**config.mk**
```make
export PLATFORM = sky130hd
export DESIGN_NAME = iso_week_of_year
export DESIGN_NICKNAME = d
export VERILOG_FILES = /design/src/design/iso_wk_pkg.sv /design/src/design/iso_week_of_year.sv
export SDC_FILE = /design/constraint.sdc
export NUM_CORES = 2
export LEC_CHECK = 0
export BUFFER_PORTS_ARGS = -buffer_cell sky130_fd_sc_hd__clkbuf_2
export CAP_MARGIN = 10
export CORE_MARGIN = 2
export CORE_UTILIZATION = 40
export DETAILED_ROUTE_END_ITERATION = 16
export PLACE_DENSITY = 0.52
export SYNTH_ARGS = -nofsm -noshare
export SYNTH_HDL_FRONTEND = slang
export SYNTH_SLANG_ARGS = --single-unit
```
**constraint.sdc**
```tcl
create_clock -name aclk -period 47.1 [get_ports aclk]
set_clock_uncertainty 0.2 [all_clocks]
set_input_delay 7.065 -clock aclk [delete_from_list [all_inputs] [get_ports aclk]]
set_output_delay 7.065 -clock aclk [all_outputs]
set_load 0.01 [all_outputs]
```
**src/design/iso_wk_pkg.sv**
```systemverilog
// Constants, a step type and long-division step functions for the ISO week-of-year pipeline.
package iso_wk_pkg;

    // Microsecond path: |value| is split as (|value| >> US_SHIFT), divided by US_DIV,
    // and the low bits are reattached to the remainder.  86400 * 1000000 = US_DIV << US_SHIFT.
    localparam int US_SHIFT   = 13;
    localparam longint unsigned US_DIV = 64'd86400000000 >> US_SHIFT;
    localparam longint unsigned US_ROUND = 64'd1000000;
    localparam int US_REM_W   = $clog2(US_DIV);
    localparam int MAG_W      = 64;
    localparam int MAG_HI_W   = MAG_W - US_SHIFT;
    localparam int US_STAGES  = (MAG_HI_W + 7) / 8;
    localparam int US_NUM_W   = 8 * US_STAGES;
    // The day quotient of a 64-bit microsecond count never exceeds 27 bits.
    localparam int US_QW      = 27;
    localparam int BIG_R_W    = US_REM_W + US_SHIFT;

    // Calendar constants.
    localparam longint unsigned ERA_DAYS    = 64'd146097;
    localparam longint unsigned EPOCH_SHIFT = 64'd719468;
    localparam longint unsigned ERA_OFF     = ((64'd1 << 31) / ERA_DAYS + 2) * ERA_DAYS;
    localparam longint unsigned W_OFF       = ERA_OFF + 3;
    localparam longint unsigned SHIFT_MOD   = EPOCH_SHIFT % ERA_DAYS;
    localparam int DAY_W        = 32;
    localparam int W_W          = DAY_W + 1;
    localparam int ERA_REM_W    = $clog2(ERA_DAYS);
    localparam int ERA_STAGES   = (W_W + 7) / 8;
    localparam int ERA_NUM_W    = 8 * ERA_STAGES;
    localparam int DOE_W        = ERA_REM_W;
    localparam int YOE_W        = 9;
    localparam int DOY_W        = 9;
    localparam int WEEK_W       = 6;
    localparam int DAYS_WEEK    = 7;
    localparam int DAYS_YEAR    = 365;
    localparam int CENTURY_YRS  = 100;
    localparam int DAYS_4Y      = 1460;
    localparam int DAYS_100Y    = 36524;
    localparam int MAR_TO_JAN   = 306;
    localparam int JAN_TO_MAR   = 59;

    // Reciprocal multipliers: floor(n / d) = (n * M) >> S for n < 2**N,
    // with S = N + clog2(d) and M = ceil(2**S / d).
    localparam int D1460_S  = DOE_W + $clog2(DAYS_4Y);
    localparam longint unsigned D1460_M = ((64'd1 << D1460_S) + DAYS_4Y - 1) / DAYS_4Y;
    localparam int D1460_PW = DOE_W + $clog2(D1460_M + 1);

    localparam int D365_S   = DOE_W + $clog2(DAYS_YEAR);
    localparam longint unsigned D365_M = ((64'd1 << D365_S) + DAYS_YEAR - 1) / DAYS_YEAR;
    localparam int D365_PW  = DOE_W + $clog2(D365_M + 1);

    localparam int E7_S     = DOE_W + $clog2(DAYS_WEEK);
    localparam longint unsigned E7_M = ((64'd1 << E7_S) + DAYS_WEEK - 1) / DAYS_WEEK;
    localparam int E7_PW    = DOE_W + $clog2(E7_M + 1);
    localparam int Q7_W     = 15;

    localparam int D100_S   = YOE_W + $clog2(CENTURY_YRS);
    localparam longint unsigned D100_M = ((64'd1 << D100_S) + CENTURY_YRS - 1) / CENTURY_YRS;
    localparam int D100_PW  = YOE_W + $clog2(D100_M + 1);

    localparam int W7_S     = DOY_W + $clog2(DAYS_WEEK);
    localparam longint unsigned W7_M = ((64'd1 << W7_S) + DAYS_WEEK - 1) / DAYS_WEEK;
    localparam int W7_PW    = DOY_W + $clog2(W7_M + 1);

    // Pipeline stage map: input, microsecond division, day select, offset,
    // era modulo, weekday quotient, day of era, then six calendar stages.
    localparam int ST_DOE   = 1 + US_STAGES + 2 + ERA_STAGES + 1;
    localparam int NSTAGE   = ST_DOE + 7;

    typedef struct packed {
        logic [7:0]          q;
        logic [US_REM_W-1:0] rem;
    } us_step_t;

    // One byte of restoring long division by US_DIV.
    function automatic us_step_t us_div_step(input logic [US_REM_W-1:0] rem_in,
                                             input logic [7:0] chunk);
        logic [US_REM_W:0]   t;
        logic [US_REM_W-1:0] r;
        logic [7:0]          q;
        us_step_t            res;
        r = rem_in;
        q = '0;
        for (int i = 7; i >= 0; i--) begin
            t = {r, chunk[i]};
            if (t >= (US_REM_W + 1)'(US_DIV)) begin
                t = t - (US_REM_W + 1)'(US_DIV);
                q[i] = 1'b1;
            end
            r = t[US_REM_W-1:0];
        end
        res.q = q;
        res.rem = r;
        return res;
    endfunction

    // One byte of remainder-only long division by the 400-year cycle length.
    function automatic logic [ERA_REM_W-1:0] era_mod_step(input logic [ERA_REM_W-1:0] rem_in,
                                                          input logic [7:0] chunk);
        logic [ERA_REM_W:0]   t;
        logic [ERA_REM_W-1:0] r;
        r = rem_in;
        for (int i = 7; i >= 0; i--) begin
            t = {r, chunk[i]};
            if (t >= (ERA_REM_W + 1)'(ERA_DAYS)) begin
                t = t - (ERA_REM_W + 1)'(ERA_DAYS);
            end
            r = t[ERA_REM_W-1:0];
        end
        return r;
    endfunction

endpackage

```
**src/design/iso_week_of_year.sv**
```systemverilog
// ISO 8601 week number of a day count or a microsecond timestamp, as a 23-stage pipeline.
// An item taken during a stall waits in the input skid register until the pipeline moves again.
// Throughput is one item per cycle while the output does not stall: every stage, including each
// byte-per-stage long division (seven stages for microseconds to days, five for the 400-year cycle),
// takes a new item per cycle whenever the pipeline moves.
// Reset clears the stage valid bits and the skid valid bit; there is no clearing pass.
module iso_week_of_year (
    input  logic        aclk,
    input  logic        aresetn,
    input  logic        s_tvalid,
    output logic        s_tready,
    input  logic [63:0] s_tdata,   // [63:0] value
    input  logic [1:0]  s_tuser,   // [0] command, [1] input_null
    output logic        m_tvalid,
    input  logic        m_tready,
    output logic [7:0]  m_tdata,   // [5:0] week, [7:6] zero
    output logic        m_tuser    // [0] result_null
);

    localparam int NS        = iso_wk_pkg::NSTAGE;
    localparam int US_ST     = iso_wk_pkg::US_STAGES;
    localparam int US_NW     = iso_wk_pkg::US_NUM_W;
    localparam int US_RW     = iso_wk_pkg::US_REM_W;
    localparam int US_QW     = iso_wk_pkg::US_QW;
    localparam int LO_W      = iso_wk_pkg::US_SHIFT;
    localparam int BR_W      = iso_wk_pkg::BIG_R_W;
    localparam int DAY_W     = iso_wk_pkg::DAY_W;
    localparam int W_W       = iso_wk_pkg::W_W;
    localparam int ER_ST     = iso_wk_pkg::ERA_STAGES;
    localparam int ER_NW     = iso_wk_pkg::ERA_NUM_W;
    localparam int ER_RW     = iso_wk_pkg::ERA_REM_W;
    localparam int DOE_W     = iso_wk_pkg::DOE_W;
    localparam int YOE_W     = iso_wk_pkg::YOE_W;
    localparam int DOY_W     = iso_wk_pkg::DOY_W;
    localparam int WEEK_W    = iso_wk_pkg::WEEK_W;
    localparam int Q7_W      = iso_wk_pkg::Q7_W;

    typedef struct packed {
        logic             neg;
        logic             cmd;
        logic [DAY_W-1:0] day;
        logic [LO_W-1:0]  lo;
    } us_side_t;

    // ---------------- handshake and skid register ----------------
    logic          en;
    logic          s_xfer;
    logic          in_valid;
    logic [63:0]   in_value;
    logic [1:0]    in_user;
    logic          skid_valid_reg, skid_valid_next;
    logic [63:0]   skid_value_reg, skid_value_next;
    logic [1:0]    skid_user_reg, skid_user_next;
    logic [NS-1:0] vld_reg, vld_next;
    logic [NS-1:0] nul_reg, nul_next;

    assign s_tready = !skid_valid_reg;
    assign en       = !vld_reg[NS-1] || m_tready;
    assign s_xfer   = s_tvalid && s_tready;

    always_comb begin
        in_valid        = skid_valid_reg || s_xfer;
        in_value        = skid_valid_reg ? skid_value_reg : s_tdata;
        in_user         = skid_valid_reg ? skid_user_reg : s_tuser;
        // A transfer taken while the pipeline is stalled parks in the skid register.
        skid_valid_next = en ? 1'b0 : (skid_valid_reg || s_xfer);
        skid_value_next = skid_valid_reg ? skid_value_reg : s_tdata;
        skid_user_next  = skid_valid_reg ? skid_user_reg : s_tuser;
        vld_next        = {vld_reg[NS-2:0], in_valid};
        nul_next        = {nul_reg[NS-2:0], in_user[1]};
    end

    // ---------------- stage A: magnitude ----------------
    logic [63:0]      mag;
    logic [US_NW-1:0] num_reg [0:US_ST-1];
    logic [US_NW-1:0] num_next [0:US_ST-1];
    us_side_t         side_reg [0:US_ST];
    us_side_t         side_next [0:US_ST];

    assign mag          = in_value[63] ? (~in_value + 64'd1) : in_value;
    assign num_next[0]  = US_NW'(mag[63:LO_W]);
    assign side_next[0] = '{neg: in_value[63], cmd: in_user[0],
                            day: in_value[DAY_W-1:0], lo: mag[LO_W-1:0]};

    // ---------------- stages D: |value| / 86400000000, a byte per stage ----------------
    logic [US_RW-1:0] rem_reg [0:US_ST-1];
    logic [US_RW-1:0] rem_next [0:US_ST-1];
    logic [US_QW-1:0] quo_reg [0:US_ST-1];
    logic [US_QW-1:0] quo_next [0:US_ST-1];

    for (genvar k = 0; k < US_ST; k++) begin : g_us
        logic [US_RW-1:0]     rem_in;
        logic [US_QW-1:0]     quo_in;
        iso_wk_pkg::us_step_t step;
        if (k == 0) begin : g_first
            assign rem_in = '0;
            assign quo_in = '0;
        end else begin : g_rest
            assign rem_in = rem_reg[k-1];
            assign quo_in = quo_reg[k-1];
        end
        assign step         = iso_wk_pkg::us_div_step(rem_in, num_reg[k][US_NW-1 -: 8]);
        assign rem_next[k]  = step.rem;
        assign quo_next[k]  = {quo_in[US_QW-9:0], step.q};
        assign side_next[k+1] = side_reg[k];
        if (k < US_ST - 1) begin : g_shift
            assign num_next[k+1] = num_reg[k] << 8;
        end
    end

    // ---------------- stage E: day number ----------------
    logic [BR_W-1:0]  big_r;
    logic             rnd;
    logic [DAY_W-1:0] day_us;
    logic [DAY_W-1:0] day_reg, day_next;
    us_side_t         side_e;

    always_comb begin
        side_e = side_reg[US_ST];
        big_r  = {rem_reg[US_ST-1], side_e.lo};
        // A negative count rounds toward minus infinity once at least one whole second remains.
        rnd    = big_r >= BR_W'(iso_wk_pkg::US_ROUND);
        day_us = side_e.neg ? (DAY_W'(0) - (DAY_W'(quo_reg[US_ST-1]) + DAY_W'(rnd)))
                            : DAY_W'(quo_reg[US_ST-1]);
        day_next = side_e.cmd ? day_us : side_e.day;
    end

    // ---------------- stage G and stages M: (day + 3) mod 146097 ----------------
    logic [W_W-1:0]   wsum;
    logic [ER_NW-1:0] wnum_reg [0:ER_ST-1];
    logic [ER_NW-1:0] wnum_next [0:ER_ST-1];
    logic [ER_RW-1:0] erem_reg [0:ER_ST-1];
    logic [ER_RW-1:0] erem_next [0:ER_ST-1];

    // Apart from the +3, the offset is a whole number of 400-year cycles, so it keeps both residues.
    assign wsum         = {day_reg[DAY_W-1], day_reg} + W_W'(iso_wk_pkg::W_OFF);
    assign wnum_next[0] = ER_NW'(wsum);

    for (genvar k = 0; k < ER_ST; k++) begin : g_era
        logic [ER_RW-1:0] rem_in;
        if (k == 0) begin : g_first
            assign rem_in = '0;
        end else begin : g_rest
            assign rem_in = erem_reg[k-1];
        end
        assign erem_next[k] = iso_wk_pkg::era_mod_step(rem_in, wnum_reg[k][ER_NW-1 -: 8]);
        if (k < ER_ST - 1) begin : g_shift
            assign wnum_next[k+1] = wnum_reg[k] << 8;
        end
    end

    // ---------------- stage Q7: quotient by seven ----------------
    logic [iso_wk_pkg::E7_PW-1:0] e7_prod;
    logic [ER_RW-1:0]             e_reg, e_next;
    logic [Q7_W-1:0]              q7_reg, q7_next;

    always_comb begin
        e_next  = erem_reg[ER_ST-1];
        e7_prod = iso_wk_pkg::E7_PW'(e_next) * iso_wk_pkg::E7_PW'(iso_wk_pkg::E7_M);
        q7_next = Q7_W'(e7_prod >> iso_wk_pkg::E7_S);
    end

    // ---------------- stage DOE: day of era of the week's Thursday ----------------
    logic [ER_RW-1:0] r7;
    logic [ER_RW:0]   t_doe;
    logic [DOE_W-1:0] doe_reg, doe_next;

    always_comb begin
        r7    = e_reg - ER_RW'(ER_RW'(q7_reg) * ER_RW'(iso_wk_pkg::DAYS_WEEK));
        t_doe = (ER_RW + 1)'(e_reg) - (ER_RW + 1)'(r7)
              + (ER_RW + 1)'(iso_wk_pkg::SHIFT_MOD);
        doe_next = (t_doe >= (ER_RW + 1)'(iso_wk_pkg::ERA_DAYS))
                 ? DOE_W'(t_doe - (ER_RW + 1)'(iso_wk_pkg::ERA_DAYS))
                 : DOE_W'(t_doe);
    end

    // ---------------- stage C1: leap-corrected day count ----------------
    logic [iso_wk_pkg::D1460_PW-1:0] c1_prod;
    logic [2:0]                      c1_cent;
    logic [DOE_W:0]                  c1_sum;
    logic [DOE_W-1:0]                n_reg, n_next;
    logic [DOE_W-1:0]                doe1_reg, doe1_next;

    always_comb begin
        c1_prod = iso_wk_pkg::D1460_PW'(doe_reg) * iso_wk_pkg::D1460_PW'(iso_wk_pkg::D1460_M);
        c1_cent = 3'(doe_reg >= DOE_W'(iso_wk_pkg::DAYS_100Y))
                + 3'(doe_reg >= DOE_W'(2 * iso_wk_pkg::DAYS_100Y))
                + 3'(doe_reg >= DOE_W'(3 * iso_wk_pkg::DAYS_100Y))
                + 3'(doe_reg >= DOE_W'(4 * iso_wk_pkg::DAYS_100Y));
        c1_sum  = (DOE_W + 1)'(doe_reg)
                - (DOE_W + 1)'(c1_prod >> iso_wk_pkg::D1460_S)
                + (DOE_W + 1)'(c1_cent)
                - (DOE_W + 1)'(doe_reg == DOE_W'(iso_wk_pkg::ERA_DAYS - 1));
        n_next    = c1_sum[DOE_W-1:0];
        doe1_next = doe_reg;
    end

    // ---------------- stage C2: year of era ----------------
    logic [iso_wk_pkg::D365_PW-1:0] c2_prod;
    logic [YOE_W-1:0]               yoe_reg, yoe_next;
    logic [DOE_W-1:0]               doe2_reg, doe2_next;

    always_comb begin
        c2_prod   = iso_wk_pkg::D365_PW'(n_reg) * iso_wk_pkg::D365_PW'(iso_wk_pkg::D365_M);
        yoe_next  = YOE_W'(c2_prod >> iso_wk_pkg::D365_S);
        doe2_next = doe1_reg;
    end

    // ---------------- stage C3: days before the year starts ----------------
    logic [iso_wk_pkg::D100_PW-1:0] c3_prod;
    logic [1:0]                     q100_reg, q100_next;
    logic [DOE_W-1:0]               p_reg, p_next;
    logic [YOE_W-1:0]               yoe3_reg, yoe3_next;
    logic [DOE_W-1:0]               doe3_reg, doe3_next;

    always_comb begin
        c3_prod   = iso_wk_pkg::D100_PW'(yoe_reg) * iso_wk_pkg::D100_PW'(iso_wk_pkg::D100_M);
        q100_next = 2'(c3_prod >> iso_wk_pkg::D100_S);
        p_next    = DOE_W'(DOE_W'(yoe_reg) * DOE_W'(iso_wk_pkg::DAYS_YEAR))
                  + DOE_W'(yoe_reg >> 2);
        yoe3_next = yoe_reg;
        doe3_next = doe2_reg;
    end

    // ---------------- stage C4: March-based day of year and leap flag ----------------
    logic [DOY_W-1:0] doym_reg, doym_next;
    logic             leap_reg, leap_next;

    always_comb begin
        doym_next = DOY_W'(doe3_reg - (p_reg - DOE_W'(q100_reg)));
        // The era year itself is a multiple of 400, so year zero of the era is always leap.
        leap_next = (yoe3_reg[1:0] == 2'b00)
                 && ((yoe3_reg != YOE_W'(YOE_W'(q100_reg) * YOE_W'(iso_wk_pkg::CENTURY_YRS)))
                     || (yoe3_reg == '0));
    end

    // ---------------- stage C5: January-based day of year ----------------
    logic [DOY_W-1:0] doy_reg, doy_next;

    always_comb begin
        if (doym_reg >= DOY_W'(iso_wk_pkg::MAR_TO_JAN)) begin
            doy_next = doym_reg - DOY_W'(iso_wk_pkg::MAR_TO_JAN);
        end else begin
            doy_next = doym_reg + DOY_W'(iso_wk_pkg::JAN_TO_MAR) + DOY_W'(leap_reg);
        end
    end

    // ---------------- stage C6: week number ----------------
    logic [iso_wk_pkg::W7_PW-1:0] c6_prod;
    logic [WEEK_W-1:0]            week_reg, week_next;

    always_comb begin
        c6_prod   = iso_wk_pkg::W7_PW'(doy_reg) * iso_wk_pkg::W7_PW'(iso_wk_pkg::W7_M);
        week_next = nul_reg[NS-2] ? '0
                  : WEEK_W'(c6_prod >> iso_wk_pkg::W7_S) + WEEK_W'(1);
    end

    // ---------------- registers ----------------
    always_ff @(posedge aclk) begin
        if (!aresetn) begin
            skid_valid_reg <= 1'b0;
            vld_reg        <= '0;
        end else begin
            skid_valid_reg <= skid_valid_next;
            if (en) begin
                vld_reg <= vld_next;
            end
        end
    end

    always_ff @(posedge aclk) begin
        skid_value_reg <= skid_value_next;
        skid_user_reg  <= skid_user_next;
        if (en) begin
            nul_reg <= nul_next;
            for (int k = 0; k < US_ST; k++) begin
                num_reg[k] <= num_next[k];
                rem_reg[k] <= rem_next[k];
                quo_reg[k] <= quo_next[k];
            end
            for (int k = 0; k <= US_ST; k++) begin
                side_reg[k] <= side_next[k];
            end
            day_reg <= day_next;
            for (int k = 0; k < ER_ST; k++) begin
                wnum_reg[k] <= wnum_next[k];
                erem_reg[k] <= erem_next[k];
            end
            e_reg    <= e_next;
            q7_reg   <= q7_next;
            doe_reg  <= doe_next;
            n_reg    <= n_next;
            doe1_reg <= doe1_next;
            yoe_reg  <= yoe_next;
            doe2_reg <= doe2_next;
            q100_reg <= q100_next;
            p_reg    <= p_next;
            yoe3_reg <= yoe3_next;
            doe3_reg <= doe3_next;
            doym_reg <= doym_next;
            leap_reg <= leap_next;
            doy_reg  <= doy_next;
            week_reg <= week_next;
        end
    end

    assign m_tvalid = vld_reg[NS-1];
    assign m_tdata  = {(8 - WEEK_W)'(0), week_reg};
    assign m_tuser  = nul_reg[NS-1];

    // ---------------- assertions ----------------
    a_null_week: assert property (@(posedge aclk) disable iff (!aresetn)
        m_tvalid && m_tuser |-> m_tdata == '0)
        else $error("null result carries a nonzero week");

    a_week_range: assert property (@(posedge aclk) disable iff (!aresetn)
        m_tvalid && !m_tuser |-> (m_tdata[WEEK_W-1:0] != '0) && (m_tdata[WEEK_W-1:0] <= 6'd53))
        else $error("week number out of range");

    a_stall_hold: assert property (@(posedge aclk) disable iff (!aresetn)
        !en |=> vld_reg == $past(vld_reg))
        else $error("pipeline moved while stalled");

    a_skid_catch: assert property (@(posedge aclk) disable iff (!aresetn)
        s_xfer && !en |=> skid_valid_reg)
        else $error("transfer during a stall was not held in the skid register");

    a_doe_range: assert property (@(posedge aclk) disable iff (!aresetn)
        vld_reg[iso_wk_pkg::ST_DOE] |-> doe_reg < DOE_W'(iso_wk_pkg::ERA_DAYS))
        else $error("day of era out of range");

endmodule

```
==> impl_metrics.json <==
{
  "outcome": "finished, final reports clean",
  "area_growth_pct": 7.68,
  "gp_congestion": 0.907,
  "timing.fmax_ghz": 0.0532,
  "io_pins": 81,
  "ys_ff_latch": 1247,
  "timing.final.crit_share_pct": 39.9,
  "routed_wl_mm": 282,
  "startpoint_type": "flop",
  "dr.pass1.iters": 8,
  "grt_max_degree": 171,
  "worstPathMaxFanout": 35,
  "cts_resized": 0,
  "ant_nets": 0,
  "critPathMaxStageDelay_ns": 0.83,
  "numPortBuffers": 78,
  "route.vias.total": 83328,
  "finalCriticalPeriod_ns": 18.79,
  "nNetsFinal": 12122,
  "tightestPinTransition_ns": 1.16,
  "dieArea_mm2": 0.273,
  "finalSetupViolCount": 0,
  "synth_edf_count": 1157,
  "die_h_um": 523,
  "max-clock-path-buffers": 3,
  "setup-tns-final_ns": 0,
  "ys.flop_type": "edfxtp_1",
  "cts.sinks": 1247,
  "critPathLaunch": "rem_reg[3][0]",
  "hold_path.class": "reg -> reg",
  "finalHoldViolations": 0,
  "r2r-start": "rem_reg[3][0]",
  "avgSynthCellArea_um2": 9.78,
  "postCtsHoldBufs": 0,
  "synthArstFlopShare_pct": 0,
  "whs_ns": 0.189,
  "cts.htree.levels": 4,
  "critPathKind": "reg -> reg",
  "gr-total-overflow": 0,
  "cp.arrival_ns": 19.10,
  "cts_buffers": 143,
  "grtUsageTotal_pct": 20.2,
  "first_iter_violations": 6084,
  "clockRootBuffer": "clkbuf_16",
  "yosysWarningCount": 0,
  "drc": 0,
  "drive_above_1_share_pct": 8.71,
  "cp-end-kind": "flop",
  "maxCapViolCount": 0,
  "ys_seq_area_share_pct": 34.0,
  "num-fill-cells": 25959,
  "slowest_stage": "nor2_1",
  "hold_start": "side_reg[1][137]",
  "initial_core_util_pct": 40.2,
  "cts_tree": "done",
  "largest_reg_flops": 368,
  "synth_area_mm2": 0.108,
  "synth.distinct_cells": 196,
  "dp_hpwl_mm": 218,
  "rsz0062_at_grt": "false",
  "first_global_vias": 80963,
  "drv_slew": 0,
  "clkLatencyLatePin_ns": 0.83,
  "r2r_slack_ns": 28.31,
  "synthCells": 11003,
  "post_drt_wl_per_cell_um": 19.2,
  "vias_per_cell": 5.69,
  "core_mm2": 0.268,
  "slew-limit-headroom_pct": 22.2,
  "clk_pin_slew_ns": 0.06,
  "grt_pass1_wl_mm": 451,
  "crit_required_ns": 47.41,
  "postCtsSetupBuffers": 0,
  "rows": 190,
  "dieWidth_um": 523,
  "grt_antenna_before_repair": 18
}
## kinds of logic (layout without fill, tap and decap cells)
| group | after synthesis | after routing | synth area share (%) |
|---|---|---|---|
| buffers and inverters | 1189 | 1280 | 4.96 |
| other | 1 | 9 | 0.00349 |
| xor gates and xnor gates | 1153 | 1153 | 9.51 |
| AOI/OAI and AO/OA | 2734 | 2734 | 18.3 |
| muxes | 263 | 263 | 2.60 |
| DFF | 1247 | 1247 | 34.0 |
| and+or+nand+nor | 3338 | 3338 | 15.8 |
| adders and majority gates | 1078 | 1078 | 14.8 |
## cells in the mapped netlist (39+ instances only)
cell	number	area, um^2
a21boi_0	65	488
mux2i_1	162	1620
nand4_1	90	563
nand2_1	830	3120
and3_1	86	538
o211a_1	41	410
a211oi_1	127	953
buf_2	57	285
nor4_1	96	601
o21a_1	137	1030
a31oi_1	122	763
o22ai_1	76	475
edfxtp_1	1157	34700
a21o_1	80	601
or3_1	95	594
nand3_1	260	1300
xor2_1	313	2740
o21bai_1	65	488
mux2_2	91	1020
o21ai_0	453	2270
ha_1	748	9360
nor2_1	851	3190
or2_2	74	463
nand2b_1	85	532
o211ai_1	162	1220
clkbuf_8	39	537
and2_1	107	669
dfxtp_1	90	1800
inv_1	836	3140
clkbuf_1	151	567
xnor2_1	823	7210
o31ai_1	84	631
a21oi_1	533	2670
nor2b_1	79	494
o21ai_1	54	270
a22oi_1	43	323
nor3_1	299	1500
fa_1	329	6590
## cell type report
class	count	area, um^2	area share (%)
clock buffers	182	3770	3.26
diodes	7	17.5	0.0151
inverters	859	3250	2.80
repair buffers	156	988	0.853
multi-input cells	8568	65700	56.7
clock inverters	83	1090	0.938
flip-flops and latches	1247	36500	31.6
well taps	3552	4440	3.84
## stage by stage
stage	instance area, um^2	setup WS (ns)	instances	utilization (%)
2_1_floorplan	108000	6.40	11004	-
3_3_place_gp	111000	28.74	14382	41.4
3_5_place_dp	111000	28.40	14382	41.4
4_1_cts	116000	28.34	14647	43.3
5_1_grt	116000	26.90	14648	43.3
6_report	116000	28.31	14654	43.3
## layout by cell type (no fill, tap or decap), types with 77 or more instances in the layout
cell type  Yosys  layout
o21a_1       137     137
mux2_2        91      91
mux2i_1      162     161
o31ai_1       84      83
a21oi_1      533     533
edfxtp_1    1157    1157
and3_1        86      86
dfxtp_1       90      89
nor4_1        96      96
nand4_1       90      90
nand2b_1      85      85
and2_1       107     107
nor2b_1       79      78
nor2_1       851     851
nand2_1      830     830
a31oi_1      122     122
or3_1         95      95
a21o_1        80      80
xor2_1       313     313
ha_1         748     748
o21ai_0      453     453
inv_1        836     835
nor3_1       299     299
buf_4         16      77
xnor2_1      823     823
clkbuf_2       2      78
o211ai_1     162     162
fa_1         329     329
a211oi_1     127     127
clkbuf_16      0     143
nand3_1      260     260
## worst max-delay path, delay by kind of cell, from the launching register on
kind / cells / cell delay [ns]
compound gates: 21 / 6.24
mux: 1 / 0.29
simple gates: 18 / 5.88
xor+xnor: 6 / 1.97
fa+ha+maj: 4 / 1.44
flops: 1 / 0.55
buf+inv: 6 / 1.87
## routing by layer
metal  routed length (um)  GRT usage, %  share of wire (%)  vias to the layer above
li1                     -             -                  -                    40359
met1               133000          28.3                 47                    40720
met2               133000          33.6                 47                     1925
met3                11600          2.21                4.1                      320
met4                 4760          3.99                1.7                        4
met5                   18             0             0.0064                        -
## worst paths after layout
path	endpoint	cells past startpoint
min	side_reg[1][184]	0
max	rem_reg[4][4]	56
min reg2reg	side_reg[1][184]	0
max reg2reg	rem_reg[4][4]	56
Power is not shown: default switching activity piles up to over one toggle a cycle in this logic, so the estimate is an artifact.
